### config.mk
export PLATFORM = sky130hd
export DESIGN_NAME = fsrf_ram
export DESIGN_NICKNAME = d
export VERILOG_FILES = /design/src/rtl/core/fsrf_ram.sv
export SDC_FILE = /design/constraint.sdc
export NUM_CORES = 1
export LEC_CHECK = 0
export CORE_UTILIZATION = 55
export CTS_CLUSTER_SIZE = 24
export DETAILED_ROUTE_END_ITERATION = 8
export DONT_BUFFER_PORTS = 1
export PLACE_DENSITY = 0.69
export SYNTH_ARGS = -nofsm -noshare
export SYNTH_HDL_FRONTEND = slang
export SYNTH_SLANG_ARGS = --single-unit
### constraint.sdc
create_clock -name clk -period 2 [get_ports clk]
set_input_delay 0.3 -clock clk [delete_from_list [all_inputs] [get_ports clk]]
set_output_delay 0.3 -clock clk [all_outputs]
set_load 0.01 [all_outputs]
### src/rtl/core/fsrf_ram.sv
// fsrf_ram: generic simple dual-port RAM, one write port, one read port
// with registered read data (held while no read is issued). No dependencies.
`default_nettype none

module fsrf_ram #(
    parameter int WIDTH = 8,
    parameter int DEPTH = 16
) (
    input  wire logic                     clk,
    input  wire logic                     wen,
    input  wire logic [$clog2(DEPTH)-1:0] waddr,
    input  wire logic [WIDTH-1:0]         wdata,
    input  wire logic                     ren,
    input  wire logic [$clog2(DEPTH)-1:0] raddr,
    output logic      [WIDTH-1:0]         rdata
);

    logic [WIDTH-1:0] mem [DEPTH];

    always_ff @(posedge clk)
    begin
        if (wen)
        begin
            mem[waddr] <= wdata;
        end
        if (ren)
        begin
            rdata <= mem[raddr];
        end
    end

endmodule

`default_nettype wire

* Word-level counts from Yosys, hierarchy flattened *
Memory sizes are Yosys's and may differ from the RTL's. A register that Yosys moved wholly into a read port is not among the register bits.
Cells that the tools add are included.

cells by class
  multiplexer cells = 2

operators with widths
  kind    count
  $mux 1  2

storage, ports and cells
  register bits after elaboration = 0
  memory bits (writable) = 128
  input bits = 19
  output and inout port bits = 8
  word-level logic and storage cells = 3
  memories = 1

memory list
  memory  depth  bits a word  read ports  clocked after Yosys merged registers in  wr ports  line  source
  mem     16     8            1           1                                        1         18    logic [WIDTH-1:0] mem [DEPTH];

* Logic depth before layout (Yosys ltp) *
  depth in word-level cells = 2
  mapped depth = 5
  depth with buffers taken out = 3

* Worst setup path before layout *
OpenSTA, ideal clock, no wires.

  kind = input to register
  start = in waddr[2]
  end = mem mem[0][0], enable pin
  library setup time = 0.383 ns
  arrival time = 1.410 ns
  data required time = 1.617 ns
  setup slack = 0.207 ns
  cell stages on the path = 2
  path through = or3b_2 nor3_1

RTL lines
  what             line  source
  start, declared  11    input wire logic [$clog2(DEPTH)-1:0] waddr,
  end, declared    18

Straight into the memory's write port.

==> run_results.csv <==
group,metric,value,unit
placed_design,placed_area,5430,um2
power,p_switching,1240,uW
clock_network,cts_tree,"built",
drt,drt_wl_total,9710,um
layout,n_fill_cell,588,
clock_network,clk_latency,0.50,ns
layout,multi_input_area,1060,um2
layout,drive_gt1_frac,0.232,
power,ir_drop,0.000780,V
layout,final_cell_mix,"edfxtp_1, mux4_2, buf_4",
clock_network,cts-resized-gates,0,
drt,wl_per_cell,24.0,um
layout,syn2layout_area_growth,17.5,%
setup_path,cp-end-kind,"register",
clock_network,cts_root_buffer,"clkbuf_8",
drt,via_count,2421,
synth,ys_top_cells_by_area,"edfxtp_1, mux4_2, mux4_1",
synth,postSynthNetCount,248,
setup_path,path_max_fanout,1,
timing,fin_skew,0.00887,ns
setup_path,critPathKind,"reg -> reg",
clock_network,cts-buffers-inserted,17,
setup_path,critPathLaunchType,"register",
placed_design,dpl.hpwl,5630,um
drt,ant_nets,0,
placed_design,gp_congestion,0.778,
synth,synth_area,5230,um2
floorplan,num_rows,35,
layout,finalInstanceArea,6140,um2
synth,ys_seq_area_frac,0.781,
grt,antenna_found_initial,0,
drt,vias_per_cell,5.98,
layout,layout.nets,283,
grt,grt_max_degree,33,
synth,synth_top_cell_area_share,0.781,
floorplan,core-area,9240,um2
timing,slew_headroom,0.562,
synth,synth_top_family_by_area,"multiplexers",
drt,drt-pass1-iter-count,5,
power,seqPwrFrac,0.483,
synth,synth_compound_area_frac,0.0230,
timing,holdWs,0.170,ns
timing,layout_min_cycle_time,1.52,ns
layout,stdcell_count,405,
floorplan,start_util,0.566,
layout,diodes,0,
floorplan,die-area,9900,um2
power,pwr-share-clk,0.483,
synth,synthSimpleGateAreaFrac,0.0314,
clock_network,cts_sinks,136,
synth,synthAdderAreaFrac,0,
outcome,status,"finished clean",
power,p_comb_frac,0.034,
power,powerDensity,1090,nW/um2
timing,drv_slew,0,
drt,drt_iter0_drc,181,
grt,grt_pass1_wl,14700,um
timing,rsz0062_at_grt,"no",
setup_path,required,2.24,ns
placed_design,io_buffers,0,
clock_network,htree_levels,4,
placed_design,place_inst,365,
synth,synth-xor-area-share,0,
min_path,hp-class,"in -> reg",
timing,tightest_slew,0.655,ns
synth,synth_cells,229,
drt,drc,0,
synth,ys_seq_elements,136,
power,p_int,5460,uW
synth,yosysTopAreaCell,"edfxtp_1",
synth,ys_types,18,
grt,grt_overflow,0,
floorplan,die_w,99.5,um
timing,fmax,658,MHz
clock_network,cts_buffer_depth,2,
clock_network,clkTransAtPathRegs,0.06,ns
timing,setup-violations-final,0,
power,p_sw_frac,0.185,
timing,fin_setup_tns,0,ns
layout,mostFrequentLayoutCell,"edfxtp_1",
power,p_leak,0.00203,uW
synth,synth_mux_area_frac,0.148,
grt,grt_pass1_vias,2451,
synth,syn_area_per_cell,22.8,um2
floorplan,io_pins,27,
setup_path,cp.arrival,1.76,ns
grt,grt_use_total,0.219,
layout,seqCellArea,4080,um2
floorplan,fp.dieH,99.5,um
job,maxCapViolations,0,
synth,synth.yosys.warnings,0,
timing,finalCritPeriodShare,0.760,
timing,hold_viol,0,
[cells by family (layout without fill, tap and decap cells)]
group	Yosys count	in the layout
buffers and inverters	10	57
and+or+nand+nor	35	35
muxes	32	32
AOI/OAI and AO/OA	16	16
DFF	136	136
[registers in the layout, summed over array words and instances (netlist names)]
| name | cells |
|---|---|
| mem | 128 |
| rdata | 8 |
[synthesized netlist by cell type]
library cell     number
edfxtp_1            136
a22oi_1              16
buf_6                 3
nor2_1               13
nand3_1               1
nand2_1               9
mux4_1               14
nand2b_1              2
nor2b_1               1
nor3_1                4
buf_2                 3
nand3b_1              2
mux4_2               18
clkdlybuf4s25_2       3
buf_4                 1
and2_1                1
and2b_1               1
or3b_2                1
[final cells by class]
type                    count  share of cell area
well taps                 129              0.0263
multi-input cells          83               0.172
clock inverters            13              0.0332
flip-flops and latches    136               0.665
repair buffers             26              0.0354
clock buffers              18              0.0680
[worst max-delay path: stages, from the launching register on]
cell and delay (ns):
edfxtp_1 0.38, mux4_1 0.56, a22oi_1 0.21, nand2_1 0.11
[path summary, 6_finish.rpt]
check | slack, ns | end | start | depth (start not counted)
setup / recovery | 0.48 | rdata[0] | mem[4][0] | 3
setup reg to reg | 0.48 | rdata[0] | mem[4][0] | 3
hold / removal | 0.17 | mem[4][2] | waddr[0] | 2
hold reg to reg | 0.75 | rdata[7] | mem[14][7] | 3
[metrics by stage]
step	utilization	total power, uW	setup WS, ns
floorplan	-	3450	0.207
detailed placement	0.588	3470	0.487
CTS	0.665	6740	0.464
finish	0.665	6700	0.480
global placement	0.588	3470	0.513
global route	0.665	6880	0.430
[timing repair]
item	4_1_cts	5_1_grt
buffers inserted	0	0
endpoints found under the hold margin	136	0
endpoints found under the setup margin	0	0
hold buffers	9	0
[metal layers]
| layer | vias to the layer above | part of all wire | global-route usage |
|---|---|---|---|
| met3 | 15 | 0.065 | 0.0576 |
| li1 | 1055 | - | - |
| met5 | - | 0 | 0 |
| met4 | 0 | 0.018 | 0.0984 |
| met2 | 108 | 0.49 | 0.331 |
| met1 | 1243 | 0.43 | 0.307 |
[power groups by stage]
| stage | Sequential [uW] | Clock (uW) | Combinational (uW) |
|---|---|---|---|
| finish | 3240 | 3240 | 225 |
| global route | 3240 | 3400 | 244 |
| CTS | 3240 | 3270 | 228 |
| detailed placement | 3300 | 0 | 176 |
| global placement | 3290 | 0 | 173 |
| floorplan | 3290 | 0 | 162 |
(Power assumes the default switching activity.)
